**src/design/cfte_pkg.sv**
```systemverilog
// shared constants, types and the arctangent table for the cube-face to panorama address block
// no dependencies
package cfte_pkg;

   localparam int MAX_FACE          = 2048;
   localparam int MAX_PANO_WIDTH    = 8192;
   localparam int COEF_BITS         = 16;
   localparam int CORDIC_STAGES_DEF = 16;
   localparam int P_FRAC            = 14;
   localparam int RAY_FRAC          = 28;
   localparam int ATAN_ENTRIES      = 24;

   localparam int FACE_W      = 12;
   localparam int PANO_W_BITS = 14;
   localparam int PANO_H_BITS = 13;
   localparam int ROT_BITS    = 48;
   localparam int IN_W        = 11;
   localparam int COL_W       = 13;
   localparam int ROWO_W      = 12;
   localparam int REQ_TDATA_W = 24;
   localparam int RSP_TDATA_W = 32;
   localparam int CSR_IDX_W   = 3;

   localparam int FW        = $clog2(MAX_FACE) + 1;
   localparam int QB        = P_FRAC + 1;
   localparam int PW        = P_FRAC + 2;
   localparam int PRW       = COEF_BITS + PW;
   localparam int SW        = PRW + 2;
   localparam int DOT_SHIFT = COEF_BITS - 2 + P_FRAC - RAY_FRAC;
   localparam int CW        = 36;
   localparam int AW        = 34;
   localparam int MAG_W     = 33;
   localparam int AU        = 33;

   localparam logic [29:0]          INV_GAIN  = 30'd652032874;
   localparam logic signed [AW-1:0] QUARTER   = AW'(64'sd1073741824);
   localparam longint               HALF_TURN = 64'sd2147483648;

   typedef enum logic [CSR_IDX_W-1:0] {
      CSR_FACE_SIZE,
      CSR_PANO_WIDTH,
      CSR_PANO_HEIGHT,
      CSR_ROT_A,
      CSR_ROT_B,
      CSR_ROT_C
   } csr_index_type;

   typedef struct packed {
      logic [FW-1:0] rem;
      logic [QB-1:0] q;
      logic          low;
      logic          neg;
   } div_lane_type;

   typedef struct packed {
      div_lane_type x_lane;
      div_lane_type z_lane;
   } div_word_type;

   typedef struct packed {
      logic signed [CW-1:0] x;
      logic signed [CW-1:0] y;
      logic signed [AW-1:0] ang;
      logic                 zero;
      logic signed [CW-1:0] side;
   } cordic_word_type;

   // arctangent of 2^-i in units of 2^32 per turn
   function automatic logic signed [AW-1:0] atan_of(input int i);
      logic [29:0] t;
      case (i)
         0:  t = 30'd536870912;
         1:  t = 30'd316933406;
         2:  t = 30'd167458907;
         3:  t = 30'd85004756;
         4:  t = 30'd42667331;
         5:  t = 30'd21354465;
         6:  t = 30'd10680862;
         7:  t = 30'd5340245;
         8:  t = 30'd2670163;
         9:  t = 30'd1335087;
         10: t = 30'd667544;
         11: t = 30'd333772;
         12: t = 30'd166886;
         13: t = 30'd83443;
         14: t = 30'd41722;
         15: t = 30'd20861;
         16: t = 30'd10430;
         17: t = 30'd5215;
         18: t = 30'd2608;
         19: t = 30'd1304;
         20: t = 30'd652;
         21: t = 30'd326;
         22: t = 30'd163;
         23: t = 30'd81;
         default: t = '0;
      endcase
      return $signed({{(AW-30){1'b0}}, t});
   endfunction

endpackage

```
**src/design/cfte_div_cell.sv**
```systemverilog
// one restoring division step for both ray lanes (px and pz)
// depends on cfte_pkg
module cfte_div_cell (
   input  logic                      clock,
   input  logic                      reset,
   input  logic                      en,
   input  logic [cfte_pkg::FW-1:0]   n_eff,
   input  logic                      in_valid,
   input  cfte_pkg::div_word_type    in_word,
   output logic                      out_valid,
   output cfte_pkg::div_word_type    out_word
);
   import cfte_pkg::*;

   logic         valid_ff;
   div_word_type word_ff;
   div_word_type word_in;

   function automatic div_lane_type step(input div_lane_type l, input logic [FW-1:0] n);
      div_lane_type r;
      logic [FW:0]  t;
      logic [FW:0]  d;
      t = {l.rem, l.low};
      d = t - {1'b0, n};
      r = l;
      // dividend holds a single nonzero low bit, used once
      r.low = 1'b0;
      if (t >= {1'b0, n}) begin
         r.rem = d[FW-1:0];
         r.q   = {l.q[QB-2:0], 1'b1};
      end else begin
         r.rem = t[FW-1:0];
         r.q   = {l.q[QB-2:0], 1'b0};
      end
      return r;
   endfunction

   always_comb begin
      word_in.x_lane = step(in_word.x_lane, n_eff);
      word_in.z_lane = step(in_word.z_lane, n_eff);
   end

   always_ff @(posedge clock) begin
      if (reset) begin
         valid_ff <= 1'b0;
      end else if (en) begin
         valid_ff <= in_valid;
      end
   end

   always_ff @(posedge clock) begin
      if (en) begin
         word_ff <= word_in;
      end
   end

   assign out_valid = valid_ff;
   assign out_word  = word_ff;

endmodule

```
**config.mk**
```make
export PLATFORM = sky130hd
export DESIGN_NAME = cfte_div_cell
export DESIGN_NICKNAME = d
export VERILOG_FILES = /design/src/design/cfte_pkg.sv /design/src/design/cfte_div_cell.sv
export SDC_FILE = /design/constraint.sdc
export NUM_CORES = 1
export LEC_CHECK = 0
export BUFFER_PORTS_ARGS = -buffer_cell sky130_fd_sc_hd__buf_2
export CAP_MARGIN = 15
export CORE_UTILIZATION = 49
export DETAILED_ROUTE_END_ITERATION = 10
export PLACE_DENSITY = 0.81
export SYNTH_ARGS = -nofsm -noshare
export SYNTH_HDL_FRONTEND = slang
export SYNTH_SLANG_ARGS = --single-unit
export TNS_END_PERCENT = 100
```
**constraint.sdc**
```tcl
create_clock -name clock -period 3.4 [get_ports clock]
set_clock_uncertainty 0.05 [all_clocks]
set_input_delay 0.34 -clock clock [delete_from_list [all_inputs] [get_ports clock]]
set_output_delay 0.34 -clock clock [all_outputs]
set_load 0.05 [all_outputs]
```
==> impl_metrics.env, run 1 <==
export IMPL_slowest_delay_ns=0.42
export IMPL_ys_warn_count=0
export IMPL_overflow=0
export IMPL_end_kind="flop"
export IMPL_io_pins=133
export IMPL_fin_nets=479
export IMPL_fin_area_sq_um=4170
export IMPL_critical_path_slowest_cell="a2111oi_4"
export IMPL_path_common_cell="a21oi_2"
export IMPL_drive_gt1_share_pct=48.2
export IMPL_hold_viol_final=0
export IMPL_path_cells="buf_2 > inv_1 > ha_1 > a21oi_2 > o211ai_2 > o21ai_2 > a21oi_2 > a2111oi_4 > buf_4 > mux2_2"
export IMPL_rsz0062_at_grt="false"
export IMPL_postRouteAntennaNets=0
export IMPL_slew_violations=0
export IMPL_cp_max_fo=11
export IMPL_rows=29
export IMPL_setup_viol=0
export IMPL_place_congestion=0.839
export IMPL_clkTransAtPathRegs_ns=0.06
export IMPL_cp_top_family="compound AO/OA/AOI/OAI gates"
export IMPL_final_common_cell="buf_2"
export IMPL_cts_buffers=9
export IMPL_fmax_ghz=0.399
export IMPL_arrival_ns=2.54
export IMPL_worstSetupStartpointType="input pin"
export IMPL_syn_avg_cell_area_sq_um=13.6
export IMPL_synth_cells=239
export IMPL_critPathRequiredTime_ns=3.43
export IMPL_grt_pass1_vias=2445
export IMPL_die_y_um=83.5
export IMPL_drv_cap=0
export IMPL_wl_per_cell_um=15.3
export IMPL_cts_hold_buf=0
export IMPL_num_antenna_cells=0
export IMPL_drtPass1Iterations=4
export IMPL_place_area_sq_um=3980
export IMPL_synth_distinct_cells=34
export IMPL_mostFrequentLayoutCells="128 x buf_2, 56 x edfxtp_1, 24 x ha_1"
export IMPL_dp_hpwl_um=5630
export IMPL_yosysSeqAreaShare_pct=52.3
export IMPL_p_leak_nw=1.89
export IMPL_p_per_area_nw_per_um2=535
export IMPL_start_util_pct=50.9
export IMPL_path_class="input pin to flop"
export IMPL_htreeDepth=3
export IMPL_grt_max_degree=34
export IMPL_setup_tns_final_ns=0
export IMPL_cts_num_sinks=57
export IMPL_antenna_found_initial=0
export IMPL_vias_per_cell=5.11
export IMPL_period_share_pct=73.8
export IMPL_fp_dieW_um=83.5
export IMPL_netlist_area_sq_um=3250
export IMPL_ys_ff_latch=57
export IMPL_irDropWorstVdd_mv=0.359
export IMPL_cts_resized=0
export IMPL_post_cts_buffers=0
export IMPL_grt_pass1_wl_um=11500
export IMPL_insertion_delay_ns=0.33
export IMPL_cts_tree="yes"
export IMPL_finalCriticalPeriod_ns=2.51
export IMPL_drc=0
export IMPL_drt_total_wl_um=7060
export IMPL_cts_buffer_depth=2
export IMPL_first_iter_violations=108
export IMPL_min_path_type="input pin to flop"
export IMPL_die_area_sq_um=6960
export IMPL_crit_buf_inv=3
export IMPL_cts_root_buf="clkbuf_8"
export IMPL_synthToLayoutAreaGrowth_pct=28.3
export IMPL_status="finished clean"
export IMPL_port_buffer_count=128
export IMPL_num_vias=2357
export IMPL_fill_cells=520
export IMPL_core_area_sq_um=6390
export IMPL_grt_total_usage_pct=21.5
==> cells in the mapped netlist <==
master / count / area [sq um]
nor2_1: 19 / 71.3
a21oi_1: 10 / 50.1
a21boi_0: 2 / 15.0
fa_1: 2 / 40.0
nand2_1: 8 / 30.0
nor2b_1: 4 / 25.0
a21o_2: 1 / 8.76
o211ai_2: 2 / 25.0
xnor2_1: 14 / 123
mux2i_1: 5 / 50.1
buf_4: 2 / 15.0
conb_1: 1 / 3.75
dfxtp_1: 1 / 20.0
a221oi_2: 2 / 30.0
edfxtp_1: 56 / 1680
o21a_1: 4 / 30.0
inv_1: 19 / 71.3
and3_1: 2 / 12.5
a21o_1: 5 / 37.5
mux2_4: 14 / 210
o31a_1: 2 / 17.5
and4_1: 2 / 17.5
a211oi_2: 1 / 12.5
a211oi_4: 1 / 20.0
nand3_1: 6 / 30.0
a211oi_1: 2 / 15.0
o21ai_2: 2 / 17.5
a21oi_2: 8 / 70.1
mux2_2: 6 / 67.6
xor2_1: 4 / 35.0
o21ai_0: 4 / 20.0
a2111oi_4: 2 / 55.1
buf_6: 2 / 22.5
ha_1: 24 / 300
==> registers in the layout, indices dropped and copies added, names as in the netlist <==
register and count:
out_valid 1, out_word 56
==> cells by family (layout without fill, tap and decap cells) <==
kind of cell             Yosys count  after routing  synth area share [%]
multiplexers                      25             25                  10.1
buffers and inverters             23            167                  3.35
AND/OR/NAND/NOR                   41             41                  5.74
AO/OA/AOI/OAI                     48             48                  13.0
flip-flops                        57             57                  52.3
adder cells (fa/ha/maj)           26             26                  10.5
XOR/XNOR                          18             18                  4.85
other                              1              2                 0.115
==> final cells by class <==
type | count | area (sq um) | area share (%)
Sequential cell | 57 | 1700 | 40.8
Tap cell | 77 | 96.3 | 2.31
Clock buffer | 10 | 128 | 3.06
Clock inverter | 6 | 58.8 | 1.41
Multi-Input combinational cell | 160 | 1440 | 34.6
Inverter | 19 | 71.3 | 1.71
Timing Repair Buffer | 132 | 671 | 16.1
==> layer usage <==
metal  vias to the layer above  part of all wire (%)  wire length (um)  track usage [%]
met5                         -                     0                 0                0
met4                         0                  0.54                38             4.62
met3                         4                    11               755             9.59
met2                       108                    48              3420             37.6
met1                      1082                    40              2840             24.3
li1                       1163                     -                 -                -
==> power by group <==
group          internal (W)  total, W  leakage, nW  switching (W)
registers          0.000871  0.000889        0.557      0.0000186
clock network      0.000333  0.000599       0.0897       0.000266
logic              0.000254  0.000741         1.24       0.000488
==> final timing paths <==
path	endpoint	slack, ns	depth (start not counted)	startpoint
max reg2reg	out_valid$_SDFFE_PP0P_	2.75	2	out_valid$_SDFFE_PP0P_
max	out_word[57]$_DFFE_PP_	0.89	10	n_eff[1]
min	out_valid$_SDFFE_PP0P_	0.11	2	reset
min reg2reg	out_valid$_SDFFE_PP0P_	0.47	2	out_valid$_SDFFE_PP0P_
==> per-stage QoR <==
stage | util (%) | power, W | worst slack (ns) | hold WS (ns) | instances
3_5_place_dp | 62.4 | 0.00165 | 0.529 | 0.455 | 445
4_1_cts | 65.3 | 0.00226 | 0.889 | 0.0965 | 461
3_3_place_gp | 62.4 | 0.00163 | 0.555 | 0.432 | 445
6_report | 65.3 | 0.00223 | 0.892 | 0.113 | 461
2_1_floorplan | - | 0.00148 | 0.925 | 0.362 | 240
5_1_grt | 65.3 | 0.00234 | 0.748 | 0.103 | 461
No activity file was read; power rests on OpenSTA's default activity.
==> run 2: changes to the inputs <==
--- a/config.mk
+++ b/config.mk
@@ -7,9 +7,9 @@
 export LEC_CHECK = 0
 export BUFFER_PORTS_ARGS = -buffer_cell sky130_fd_sc_hd__buf_2
 export CAP_MARGIN = 15
-export CORE_UTILIZATION = 49
+export CORE_UTILIZATION = 44
 export DETAILED_ROUTE_END_ITERATION = 10
-export PLACE_DENSITY = 0.81
+export PLACE_DENSITY = 0.77
 export SYNTH_ARGS = -nofsm -noshare
 export SYNTH_HDL_FRONTEND = slang
 export SYNTH_SLANG_ARGS = --single-unit
==> constraint.sdc (replaced) <==
create_clock -name clock -period 2.2 [get_ports clock]
set_clock_uncertainty 0.05 [all_clocks]
set_input_delay 0.22 -clock clock [delete_from_list [all_inputs] [get_ports clock]]
set_output_delay 0.22 -clock clock [all_outputs]
set_load 0.05 [all_outputs]
==> run 2 against run 1 <==
  * Wire length grew 11%
  * Total power grew 63%
  * Worst setup slack lost 0.76 ns
  * Cell area grew 12%
  * Die area grew 11%
  * Clock-buffer cell count shrank 1
  * Largest cell class unchanged
  * Largest power group unchanged
==> impl_metrics.env, run 2 (synthesis results as in run 1) <==
export IMPL_insertion_delay_ns=0.33
export IMPL_antenna_found_initial=0
export IMPL_regArea_sq_um=1700
export IMPL_grt_total_usage_pct=20.2
export IMPL_r2r_cells=2
export IMPL_place_congestion=0.835
export IMPL_num_vias=2551
export IMPL_vias_per_cell=4.88
export IMPL_ff2ff_setup_slack_ns=1.56
export IMPL_crit_path_start="n_eff[6]"
export IMPL_drive_gt1_share_pct=53.9
export IMPL_postRouteAntennaNets=0
export IMPL_drtPass1Iterations=4
export IMPL_final_common_cell="buf_2"
export IMPL_io_pins=133
export IMPL_num_antenna_cells=0
export IMPL_drt_total_wl_um=7820
export IMPL_arrival_ns=2.10
export IMPL_die_y_um=88.0
export IMPL_setup_viol=0
export IMPL_timing_rr_end="out_valid$_SDFFE_PP0P_"
export IMPL_dp_hpwl_um=6130
export IMPL_cts_buffer_depth=2
export IMPL_status="finished clean"
export IMPL_grt_pass1_vias=2591
export IMPL_fp_dieW_um=88.0
export IMPL_cts_root_buf="clkbuf_8"
export IMPL_cts_tree="yes"
export IMPL_irDropWorstVdd_mv=0.354
export IMPL_htreeDepth=3
export IMPL_finalCriticalPeriod_ns=2.06
export IMPL_overflow=0
export IMPL_drv_cap=0
export IMPL_core_area_sq_um=6980
export IMPL_holdWs_ns=0.0116
export IMPL_grt_pass1_wl_um=11700
export IMPL_period_share_pct=93.8
export IMPL_clkTransAtPathRegs_ns=0.07
export IMPL_min_path_type="input pin to flop"
export IMPL_fill_cells=543
export IMPL_start_util_pct=46.6
export IMPL_worstSetupStartpointType="input pin"
export IMPL_hold_viol_final=0
export IMPL_p_leak_nw=2.10
export IMPL_mostFrequentLayoutCells="128 x buf_2, 56 x edfxtp_1, 37 x buf_4"
export IMPL_port_buffer_count=128
export IMPL_grt_max_degree=36
export IMPL_fin_nets=522
export IMPL_end_kind="flop"
export IMPL_p_per_area_nw_per_um2=781
export IMPL_setup_worst_path_end="out_word[20]$_DFFE_PP_"
export IMPL_drc=0
export IMPL_synthToLayoutAreaGrowth_pct=43.2
export IMPL_cts_resized=0
export IMPL_rsz0062_at_grt="false"
export IMPL_fmax_ghz=0.484
export IMPL_multiInputGateArea_sq_um=1520
export IMPL_r2r_start="out_valid$_SDFFE_PP0P_"
export IMPL_total_power_w=0.00364
export IMPL_slew_violations=0
export IMPL_wl_per_cell_um=14.9
export IMPL_largest_reg_flops=56
export IMPL_cts_buffers=9
export IMPL_cp_max_fo=9
export IMPL_rows=30
export IMPL_cts_num_sinks=57
export IMPL_critPathRequiredTime_ns=2.23
export IMPL_die_area_sq_um=7740
export IMPL_path_class="input pin to flop"
export IMPL_first_iter_violations=85
run 2: final cells by class:
type | instances | share of cell area (%)
clock buffers | 9 | 2.66
clock inverters | 7 | 1.67
inverters | 19 | 1.69
multi-input cells | 160 | 32.7
flip-flops and latches | 57 | 36.6
well taps | 96 | 2.58
repair buffers | 175 | 22.1
run 2: what timing repair did:
action                    CTS  global route
hold endpoints to repair    2             7
hold buffers                2             7
buffers inserted            0             0
run 2: where the power goes:
group          total (W)  internal [W]  leakage (nW)  switching [W]
Clock           0.000984      0.000532         0.100       0.000452
Sequential       0.00137       0.00134         0.557      0.0000289
Combinational    0.00128      0.000488          1.44       0.000791
Total            0.00364       0.00236          2.10        0.00127
run 2: worst min-delay path by stage:
stage | start | to | slack, ns | depth (start not counted)
after floorplan | reset | out_valid$_SDFFE_PP0P_ | 0.24 | 1
after detailed placement | reset | out_valid$_SDFFE_PP0P_ | 0.33 | 2
after CTS | in_word[34] | out_word[35]$_DFFE_PP_ | 0.0003 | 1
final | in_word[39] | out_word[40]$_DFFE_PP_ | 0.01 | 1
after global routing | in_word[3] | out_word[4]$_DFFE_PP_ | -0.003 | 1
after global placement | reset | out_valid$_SDFFE_PP0P_ | 0.33 | 2
run 2: worst max-delay path, stage by stage:
cell	delay (ns)
buf_2	0.10
clkinvlp_4	0.14
ha_4	0.25
a21oi_2	0.13
nor2_1	0.06
a211oi_2	0.20
a21oi_2	0.11
a2111oi_4	0.37
buf_12	0.19
mux2_2	0.33
run 2: through the flow:
step | cell area [sq um] | setup slack (ns) | utilization, % | cells | setup TNS (ns)
6_report | 4650 | 0.136 | 66.7 | 523 | 0
5_1_grt | 4650 | 0.0589 | 66.7 | 523 | 0
4_1_cts | 4580 | 0.140 | 65.7 | 516 | 0
3_5_place_dp | 4360 | -0.225 | 62.5 | 498 | -4.02
3_3_place_gp | 4360 | -0.177 | 62.5 | 498 | -2.95
2_1_floorplan | 3340 | -0.0241 | - | 240 | -0.231
run 2: metal layers:
| metal | wire [um] | part of all wire, % | GRT usage, % | up-vias |
|---|---|---|---|---|
| met5 | 0 | 0 | 0 | - |
| met4 | 94 | 1.2 | 6.41 | 0 |
| met3 | 699 | 8.9 | 6.97 | 6 |
| met2 | 3940 | 50 | 36.6 | 123 |
| met1 | 3080 | 39 | 22.2 | 1177 |
| li1 | - | - | - | 1245 |
