### config.mk
export PLATFORM = sky130hd
export DESIGN_NAME = cfte_cordic_cell
export DESIGN_NICKNAME = d
export VERILOG_FILES = /design/src/design/cfte_pkg.sv /design/src/design/cfte_cordic_cell.sv
export SDC_FILE = /design/constraint.sdc
export NUM_CORES = 1
export LEC_CHECK = 0
export ABC_CLOCK_PERIOD_IN_PS = 10100
export BUFFER_PORTS_ARGS = -buffer_cell sky130_fd_sc_hd__buf_2
export CORE_ASPECT_RATIO = 1.75
export CORE_MARGIN = 2
export CORE_UTILIZATION = 35
export DETAILED_ROUTE_END_ITERATION = 10
export RECOVER_POWER = 50
export REMOVE_ABC_BUFFERS = 1
export SYNTH_ARGS = -nofsm -noshare
export SYNTH_HDL_FRONTEND = slang
export SYNTH_SLANG_ARGS = --single-unit
### constraint.sdc
create_clock -name clock -period 10.1 [get_ports clock]
set_clock_uncertainty 0.2 [all_clocks]
set_input_delay 2.02 -clock clock [delete_from_list [all_inputs] [get_ports clock]]
set_output_delay 2.02 -clock clock [all_outputs]
set_load 0.01 [all_outputs]
### src/design/cfte_pkg.sv
// shared constants, types and the arctangent table for the cube-face to panorama address block
// no dependencies
package cfte_pkg;

   localparam int MAX_FACE          = 2048;
   localparam int MAX_PANO_WIDTH    = 8192;
   localparam int COEF_BITS         = 16;
   localparam int CORDIC_STAGES_DEF = 16;
   localparam int P_FRAC            = 14;
   localparam int RAY_FRAC          = 28;
   localparam int ATAN_ENTRIES      = 24;

   localparam int FACE_W      = 12;
   localparam int PANO_W_BITS = 14;
   localparam int PANO_H_BITS = 13;
   localparam int ROT_BITS    = 48;
   localparam int IN_W        = 11;
   localparam int COL_W       = 13;
   localparam int ROWO_W      = 12;
   localparam int REQ_TDATA_W = 24;
   localparam int RSP_TDATA_W = 32;
   localparam int CSR_IDX_W   = 3;

   localparam int FW        = $clog2(MAX_FACE) + 1;
   localparam int QB        = P_FRAC + 1;
   localparam int PW        = P_FRAC + 2;
   localparam int PRW       = COEF_BITS + PW;
   localparam int SW        = PRW + 2;
   localparam int DOT_SHIFT = COEF_BITS - 2 + P_FRAC - RAY_FRAC;
   localparam int CW        = 36;
   localparam int AW        = 34;
   localparam int MAG_W     = 33;
   localparam int AU        = 33;

   localparam logic [29:0]          INV_GAIN  = 30'd652032874;
   localparam logic signed [AW-1:0] QUARTER   = AW'(64'sd1073741824);
   localparam longint               HALF_TURN = 64'sd2147483648;

   typedef enum logic [CSR_IDX_W-1:0] {
      CSR_FACE_SIZE,
      CSR_PANO_WIDTH,
      CSR_PANO_HEIGHT,
      CSR_ROT_A,
      CSR_ROT_B,
      CSR_ROT_C
   } csr_index_type;

   typedef struct packed {
      logic [FW-1:0] rem;
      logic [QB-1:0] q;
      logic          low;
      logic          neg;
   } div_lane_type;

   typedef struct packed {
      div_lane_type x_lane;
      div_lane_type z_lane;
   } div_word_type;

   typedef struct packed {
      logic signed [CW-1:0] x;
      logic signed [CW-1:0] y;
      logic signed [AW-1:0] ang;
      logic                 zero;
      logic signed [CW-1:0] side;
   } cordic_word_type;

   // arctangent of 2^-i in units of 2^32 per turn
   function automatic logic signed [AW-1:0] atan_of(input int i);
      logic [29:0] t;
      case (i)
         0:  t = 30'd536870912;
         1:  t = 30'd316933406;
         2:  t = 30'd167458907;
         3:  t = 30'd85004756;
         4:  t = 30'd42667331;
         5:  t = 30'd21354465;
         6:  t = 30'd10680862;
         7:  t = 30'd5340245;
         8:  t = 30'd2670163;
         9:  t = 30'd1335087;
         10: t = 30'd667544;
         11: t = 30'd333772;
         12: t = 30'd166886;
         13: t = 30'd83443;
         14: t = 30'd41722;
         15: t = 30'd20861;
         16: t = 30'd10430;
         17: t = 30'd5215;
         18: t = 30'd2608;
         19: t = 30'd1304;
         20: t = 30'd652;
         21: t = 30'd326;
         22: t = 30'd163;
         23: t = 30'd81;
         default: t = '0;
      endcase
      return $signed({{(AW-30){1'b0}}, t});
   endfunction

endpackage

### src/design/cfte_cordic_cell.sv
// one vectoring cordic rotation with fixed shift IDX
// depends on cfte_pkg
module cfte_cordic_cell #(
   parameter int IDX = 0
) (
   input  logic                       clock,
   input  logic                       reset,
   input  logic                       en,
   input  logic                       in_valid,
   input  cfte_pkg::cordic_word_type  in_word,
   output logic                       out_valid,
   output cfte_pkg::cordic_word_type  out_word
);
   import cfte_pkg::*;

   logic            valid_ff;
   cordic_word_type word_ff;
   cordic_word_type word_in;
   logic signed [CW-1:0] xs;
   logic signed [CW-1:0] ys;
   logic signed [CW-1:0] dx;
   logic signed [CW-1:0] dy;

   always_comb begin
      xs = in_word.x;
      ys = in_word.y;
      dx = ys >>> IDX;
      dy = xs >>> IDX;
      word_in = in_word;
      if (ys > 0) begin
         word_in.x   = xs + dx;
         word_in.y   = ys - dy;
         word_in.ang = in_word.ang + atan_of(IDX);
      end else begin
         word_in.x   = xs - dx;
         word_in.y   = ys + dy;
         word_in.ang = in_word.ang - atan_of(IDX);
      end
   end

   always_ff @(posedge clock) begin
      if (reset) begin
         valid_ff <= 1'b0;
      end else if (en) begin
         valid_ff <= in_valid;
      end
   end

   always_ff @(posedge clock) begin
      if (en) begin
         word_ff <= word_in;
      end
   end

   assign out_valid = valid_ff;
   assign out_word  = word_ff;

endmodule

==> metrics.md, run 1 <==
| Metric | Value |
|---|---|
| Post-Place Cells | `1,808` |
| Fillers | `3,147` |
| Syn avg cell area | `9.33 µm²` |
| # Max-Cap Violations | `1` |
| Critical path, cell by cell | `clkbuf_1 > buf_4 > mux2i_1 > nor2_1` |
| Post-Synthesis Cells | `1,171` |
| Clock latency on the worst-skew pair | `0.44 ns` |
| DRT Pass-1 Iters | `7` |
| Synth top cells by count | `a21oi_1 (144), edfxtp_1 (142), ha_1 (112)` |
| Global placement routability congestion | `0.975` |
| H-Tree Depth | `4` |
| Launch point of the worst reg-to-reg path | `out_valid` |
| Layout cells sized above 1 | `18.0%` |
| Final hold slack | `0.328 ns` |
| Reg2Reg Capture Point | `out_valid` |
| Die X | `138 µm` |
| Register-to-Register Path Depth | `2` |
| Largest net degree at the start of global routing | `77` |
| Main flop type after synthesis | `edfxtp_1` |
| Vert. Die Dim | `238 µm` |
| Cts bufs inserted | `17` |
| Leak | `5.57 nW` |
| # resized after CTS | `0` |
| VDD IR max | `128 µV` |
| Headroom to the max-slew limit | `-193%` |
| Via/cell ratio | `5.56` |
| DRC Markers | `0` |
| Crit-path slowest cell | `clkbuf_1` |
| WL final | `40.8 mm` |
| Final hold viol count | `0` |
| Clock buffer depth | `2` |
| RSZ-0062 raised after global routing | `false` |
| Post-synth EDFFs | `142` |
| Antenna Cells | `0` |
| Post-synthesis async set-or-reset flop share | `0%` |
| First-pass GRT wire length | `59.1 mm` |
| Worst-Margin Slew | `4.40 ns` |
| Tot GR Track Use | `24.6%` |
| Bufs and invs on worst path | `2` |
| Critical path arrival | `6.52 ns` |
| Min Tclk post-route | `6.39 ns` |
| CP max FO | `76` |
| Final slew viol count | `77` |
| Port Buffer Count | `290` |
| Starting density of the core | `35.6%` |
| Post-CTS Setup Bufs | `0` |
| Vias | `10,200` |
| Remaining antenna violation count | `0` |
| Worst Setup EP | `out_valid` |
| TNS Setup | `0 ns` |
| Io pins | `291` |
| Worst path max stage delay | `3.02 ns` |
| Final setup fails | `0` |
| Register bit total from synthesis | `143` |
| Layout Area Growth over Synthesis | `21.1%` |
| Hold Crit Class | `register to register` |
| Yosys warnings | `0` |
| Yosys top cell by area | `edfxtp_1` |
| Row cnt | `85` |
| Final period utilization | `63.2%` |
| Clk root buf | `clkbuf_16` |
| Post-synth top area share | `39.0%` |
| WL per Instance | `22.2 µm` |
| Syn Std Cell Area | `0.0109 mm²` |
| Grt ovf | `0` |
| CP startpoint | `en` |
| Initial antenna violation count | `1` |
| Hold_buf cts | `0` |
| Clock-pin slew on the worst setup and hold paths | `0.06 ns` |
| Placeable core region | `0.0307 mm²` |
| Worst setup SP type | `input pin` |
| CP Class | `input pin to register` |
| CTS tree | `done` |
| Register area share after synthesis | `39.2%` |
| Count of cell types in the netlist | `65` |
| R2r setup slk | `9.30 ns` |
| Nets@finish | `1,699` |
| Most frequent cell after synthesis | `a21oi_1` |
| Fmax achieved | `157 MHz` |
| Worst Setup End Kind | `register` |
| Pwr Density | `157 mW/mm²` |
| Non-Filler Instances | `1,840` |
| # clock sinks | `143` |
| Top cells by area, synth | `edfxtp_1 (39%), ha_1 (13%), a21oi_1 (6.6%)` |
| Utilization after layout | `43.1%` |
| WP depth | `4` |
| Required time worst endpoint | `10.24 ns` |
| Detailed placement HPWL | `32.7 mm` |
| DIE AREA | `0.0327 mm²` |
| Number of global-route vias before repair | `10,200` |
| Largest delay share family, worst path | `buffers and inverters` |
| Failing checks | `max-capacitance violations, max-slew violations` |
| Outcome | `finished, violations left` |
| Iter 0 DRT Violations | `686` |
[cells by family after synthesis]
group,synth area share [%]
buffers and inverters,5.54
adder cells (fa/ha/maj),13.6
AND/OR/NAND/NOR,12.3
XOR/XNOR,5.85
AO/OA/AOI/OAI,21.9
multiplexers,1.65
flip-flops,39.2
[cell usage in the layout, fill, tap and decap left out, types with 11 or more instances in the layout]
cell and count:
mux2i_1 18, nor3_1 25, o21bai_1 26, o21ai_0 94, clkbuf_16 17, buf_2 209
inv_1 106, a21o_1 20, xnor2_1 70, nand2_1 60, nand4_1 13, edfxtp_1 142
nor2_1 80, a21oi_1 144, nor4_1 16, clkbuf_1 81, ha_1 112, o21a_1 17
nand2b_1 11, a211oi_1 11, nand3_1 18, nor2b_1 17
[cell type report]
| cell class | count | area, µm² | area share [%] |
|---|---|---|---|
| inverter | 108 | 405 | 3.06 |
| timing repair buffer | 294 | 1380 | 10.4 |
| clock buffer | 18 | 429 | 3.24 |
| tap | 391 | 489 | 3.70 |
| multi-input combinational | 872 | 6040 | 45.7 |
| sequential | 143 | 4280 | 32.4 |
| clock inverter | 14 | 205 | 1.55 |
[power by group]
part | total (mW) | leakage [nW] | internal (mW) | switching [mW]
registers | 0.778 | 1.40 | 0.754 | 0.0248
clock network | 0.693 | 0.310 | 0.419 | 0.274
logic | 0.612 | 3.87 | 0.218 | 0.394
[registers in the layout (all words and copies together), names as in the netlist]
name,count
out_word,142
out_valid,1
[worst reg2reg max path, stage by stage (launching register included)]
cell,delay (ns)
dfxtp_1,0.31
mux2i_1,0.12
nor2_1,0.06
[per-layer routing]
layer	vias to the layer above	global-route usage, %	share of wire [%]
met5	-	0	0
met2	486	46.1	53
li1	4771	-	-
met4	0	16.5	7.2
met1	4849	24.0	34
met3	129	3.63	5.4
[stage by stage]
step                instance area (µm²)  worst slack, ns  total power [mW]
floorplan                         10700             3.11              1.14
global placement                  12700             4.23              1.40
detailed placement                12700             4.23              1.40
CTS                               13300             4.72              2.10
global route                      13200             3.28              2.18
finish                            13200             3.71              2.08
[worst min path at each step]
stage	depth (start not counted)	startpoint	slack (ns)	to
floorplan	2	out_valid	0.33	out_valid
global placement	2	out_valid	0.27	out_valid
detailed placement	2	out_valid	0.31	out_valid
CTS	2	out_valid	0.33	out_valid
global route	2	out_valid	0.39	out_valid
finish	2	out_valid	0.33	out_valid
Power figures use the tool's default switching activity.
==> run 2, diff against run 1 <==
- ABC_AREA: unset -> 1
- ABC_CLOCK_PERIOD_IN_PS: 10100 -> 6100
- clock period: 10.1 -> 6.1 ns (I/O delays scaled with it)
==> run 2 against run 1 <==
Net effect: the run still ends with max-capacitance violations, max-slew violations left; sequential power is 61% higher; register-to-register slack worse by 4.0 ns; hold slack lost 0.0062 ns; area after synthesis rose by 14%; combinational power is 81% higher; clock power is 62% higher; flip-flop and latch count unchanged; sequential share of layout area shrank 3.3 points; largest power group unchanged.
==> metrics.md, run 2 <==
| Metric | Value |
|---|---|
| Outcome | `finished, violations left (unchanged)` |
| Failing checks | `max-capacitance violations, max-slew violations (unchanged)` |
| Global placement routability congestion | `0.980 (was 0.975)` |
| Combinational family with the most area after synthesis | `simple AND/OR/NAND/NOR gates (was compound AO/OA/AOI/OAI gates)` |
| Cts bufs inserted | `17 (unchanged)` |
| Detailed placement HPWL | `39.8 mm (was 32.7 mm)` |
| Met3 global-route usage | `3.59% (was 3.63%)` |
| Initial antenna violation count | `2 (was 1)` |
| WL per Instance | `19.0 µm (was 22.2 µm)` |
| Final Cell Area | `0.0147 mm² (was 0.0132 mm²)` |
| RSZ-0062 raised after global routing | `false (unchanged)` |
| Final hold viol count | `0 (unchanged)` |
| Worst Setup End Kind | `register (unchanged)` |
| Io pins | `291 (unchanged)` |
| Register bit total from synthesis | `143 (unchanged)` |
| Clock latency on the worst-skew pair | `0.43 ns (was 0.44 ns)` |
| Syn avg cell area | `7.26 µm² (was 9.33 µm²)` |
| Critical path, cell by cell | `clkbuf_1 > clkbuf_2 > mux2i_1 > nor2_1 (was clkbuf_1 > buf_4 > mux2i_1 > nor2_1)` |
| Leak | `7.20 nW (was 5.57 nW)` |
| Post-synth top area share | `34.3% (was 39.0%)` |
| Starting density of the core | `35.4% (was 35.6%)` |
| Post-Synth XOR/XNOR Area | `3.32% (was 5.85%)` |
| Syn Std Cell Area | `0.0124 mm² (was 0.0109 mm²)` |
| Final setup fails | `0 (unchanged)` |
| Final period utilization | `74.9%` |
| Remaining antenna violation count | `0 (unchanged)` |
| Yosys top cell by area | `edfxtp_1 (unchanged)` |
| Die X | `146 µm (was 138 µm)` |
| WL final | `46.7 mm (was 40.8 mm)` |
| # resized after CTS | `0 (unchanged)` |
| Min Tclk post-route | `4.57 ns` |
| Critical path arrival | `4.69 ns (was 6.52 ns)` |
| Nets@finish | `2,242 (was 1,699)` |
| DRT Pass-1 Iters | `5 (was 7)` |
| Number of global-route vias before repair | `12,000 (was 10,200)` |
| Vert. Die Dim | `253 µm (was 238 µm)` |
| DIE AREA | `0.0371 mm² (was 0.0327 mm²)` |
| Synth Area in Compound Gates | `11.0% (was 21.9%)` |
| Final slew viol count | `60 (was 77)` |
| Register-to-Register Path Depth | `2 (unchanged)` |
| Layout cells sized above 1 | `15.7% (was 18.0%)` |
| Synth top cells by count | `nand2_1 (477), inv_1 (235), nor2_1 (167) (was a21oi_1 (144), edfxtp_1 (142), ha_1 (112))` |
| # Max-Cap Violations | `1 (unchanged)` |
| Met1 usage | `24.4% (was 24.0%)` |
| Clk root buf | `clkbuf_16 (unchanged)` |
| Largest register FFs | `142 (unchanged)` |
| CP max FO | `59 (was 76)` |
| Iter 0 DRT Violations | `763 (was 686)` |
| Main flop type after synthesis | `edfxtp_1 (unchanged)` |
| Fmax achieved | `219 MHz` |
| Count of cell types in the netlist | `45 (was 65)` |
| Hold_buf cts | `0 (unchanged)` |
| Top cells by area, synth | `edfxtp_1 (34%), nand2_1 (14%), ha_1 (11%) (was edfxtp_1 (39%), ha_1 (13%), a21oi_1 (6.6%))` |
| Required time worst endpoint | `6.22 ns (was 10.24 ns)` |
| Worst path max stage delay | `2.10 ns (was 3.02 ns)` |
| Register area share after synthesis | `34.5% (was 39.2%)` |
| Clock-pin slew on the worst setup and hold paths | `0.06 ns (about the same)` |
| TNS Setup | `0 ns (unchanged)` |
| Most common cell after layout, fill and taps aside | `nand2_1 (was buf_2)` |
| VDD IR max | `192 µV (was 128 µV)` |
| Post-Synthesis Cells | `1,711 (was 1,171)` |
| H-Tree Depth | `4 (unchanged)` |
| Placeable core region | `0.0351 mm² (was 0.0307 mm²)` |
| CTS tree | `done (unchanged)` |
| Grt ovf | `0 (unchanged)` |
| CP Class | `input pin to register (unchanged)` |
| Pwr Density | `237 mW/mm² (was 157 mW/mm²)` |
| Gr busiest metal | `met2 (unchanged)` |
| Simple logic cell fraction of the synthesized area | `29.3% (was 12.3%)` |
| Synth Area in Adders | `11.9% (was 13.6%)` |
| WHS Path Cells | `2 (unchanged)` |
| Post-CTS Setup Bufs | `0 (unchanged)` |
| Post-synthesis async set-or-reset flop share | `0% (unchanged)` |
| # clock sinks | `143 (unchanged)` |
| Worst setup SP type | `input pin (unchanged)` |
| Most frequent cells in the layout | `nand2_1 (477), inv_1 (235), buf_2 (228) (was buf_2 (209), a21oi_1 (144), edfxtp_1 (142))` |
| Tot GR Track Use | `24.6% (about the same)` |
| Multiplexer area fraction after synthesis | `0.0806% (was 1.65%)` |
| Most frequent cell after synthesis | `nand2_1 (was a21oi_1)` |
| Yosys warnings | `0 (unchanged)` |
| Port Buffer Count | `290 (unchanged)` |
| Row cnt | `91 (was 85)` |
| Placed Area | `0.0142 mm² (was 0.0127 mm²)` |
| Fillers | `3,785 (was 3,147)` |
| Largest net degree at the start of global routing | `72 (was 77)` |
| Layout Area Growth over Synthesis | `18.6% (was 21.1%)` |
| First-pass GRT wire length | `67.7 mm (was 59.1 mm)` |
| Worst-Margin Slew | `3.03 ns (was 4.40 ns)` |
| Vias | `12,300 (was 10,200)` |
| Post-synth EDFFs | `142 (unchanged)` |
| Met2 usage | `46.0% (was 46.1%)` |
| Hold Crit Class | `register to register (unchanged)` |
| Clock buffer depth | `2 (unchanged)` |
| Crit-path slowest cell | `clkbuf_1 (unchanged)` |
| Register area | `0.00428 mm² (unchanged)` |
| Multi-input combinational cell area | `0.00692 mm² (was 0.00604 mm²)` |
| DRC Markers | `0 (unchanged)` |
| Headroom to the max-slew limit | `-102% (was -193%)` |
| Via/cell ratio | `5.02 (was 5.56)` |
## run 2: area by class of cell
| type | instances | area share (%) |
|---|---|---|
| flip-flops and latches | 143 | 29.1 |
| clock buffers | 17 | 2.89 |
| repair buffers | 294 | 9.51 |
| well taps | 465 | 3.95 |
| inverters | 243 | 6.19 |
| diodes | 1 | 0.0170 |
| multi-input cells | 1280 | 46.9 |
| clock inverters | 14 | 1.41 |
## run 2: worst paths after layout
check                           startpoint         to  slack [ns]
worst min-delay path             out_valid  out_valid        0.32
worst max-delay path                    en  out_valid        1.53
worst min register to register   out_valid  out_valid        0.32
worst max register to register   out_valid  out_valid        5.30
## run 2: power breakdown
part	internal [mW]	total (mW)	leakage, nW	switching (mW)
combinational	0.347	1.11	5.49	0.760
clock	0.692	1.12	0.308	0.431
sequential	1.22	1.25	1.40	0.0291
total	2.26	3.48	7.20	1.22
## run 2: metrics by stage
step	util [%]	power (mW)	setup slack [ns]	hold WS [ns]	cells
2_1_floorplan	-	1.92	0.937	0.328	1666
3_3_place_gp	40.4	2.38	1.70	0.269	2425
3_5_place_dp	40.4	2.39	1.73	0.301	2425
4_1_cts	42.2	3.52	2.21	0.316	2456
5_1_grt	42.0	3.67	1.05	0.372	2456
6_report	42.0	3.48	1.53	0.322	2457
## run 2: kinds of logic (layout without fill, tap and decap cells)
group | Yosys count | in the layout
buffers and inverters | 288 | 568
muxes | 1 | 1
xor gates and xnor gates | 47 | 47
DFF | 143 | 143
and+or+nand+nor | 860 | 860
AOI/OAI and AO/OA | 256 | 256
adders and majority gates | 116 | 116
other | 0 | 1
## run 2: worst max-delay path, delay by kind of cell
family,cells,cell delay [ns]
mux,1,0.26
simple gates,1,0.06
buf+inv,2,3.13
## run 2: routing by layer
| metal | vias to the layer above | wire (µm) |
|---|---|---|
| li1 | 6079 | - |
| met1 | 5600 | 16700 |
| met2 | 508 | 24000 |
| met3 | 139 | 2390 |
| met4 | 0 | 3640 |
| met5 | - | 0 |
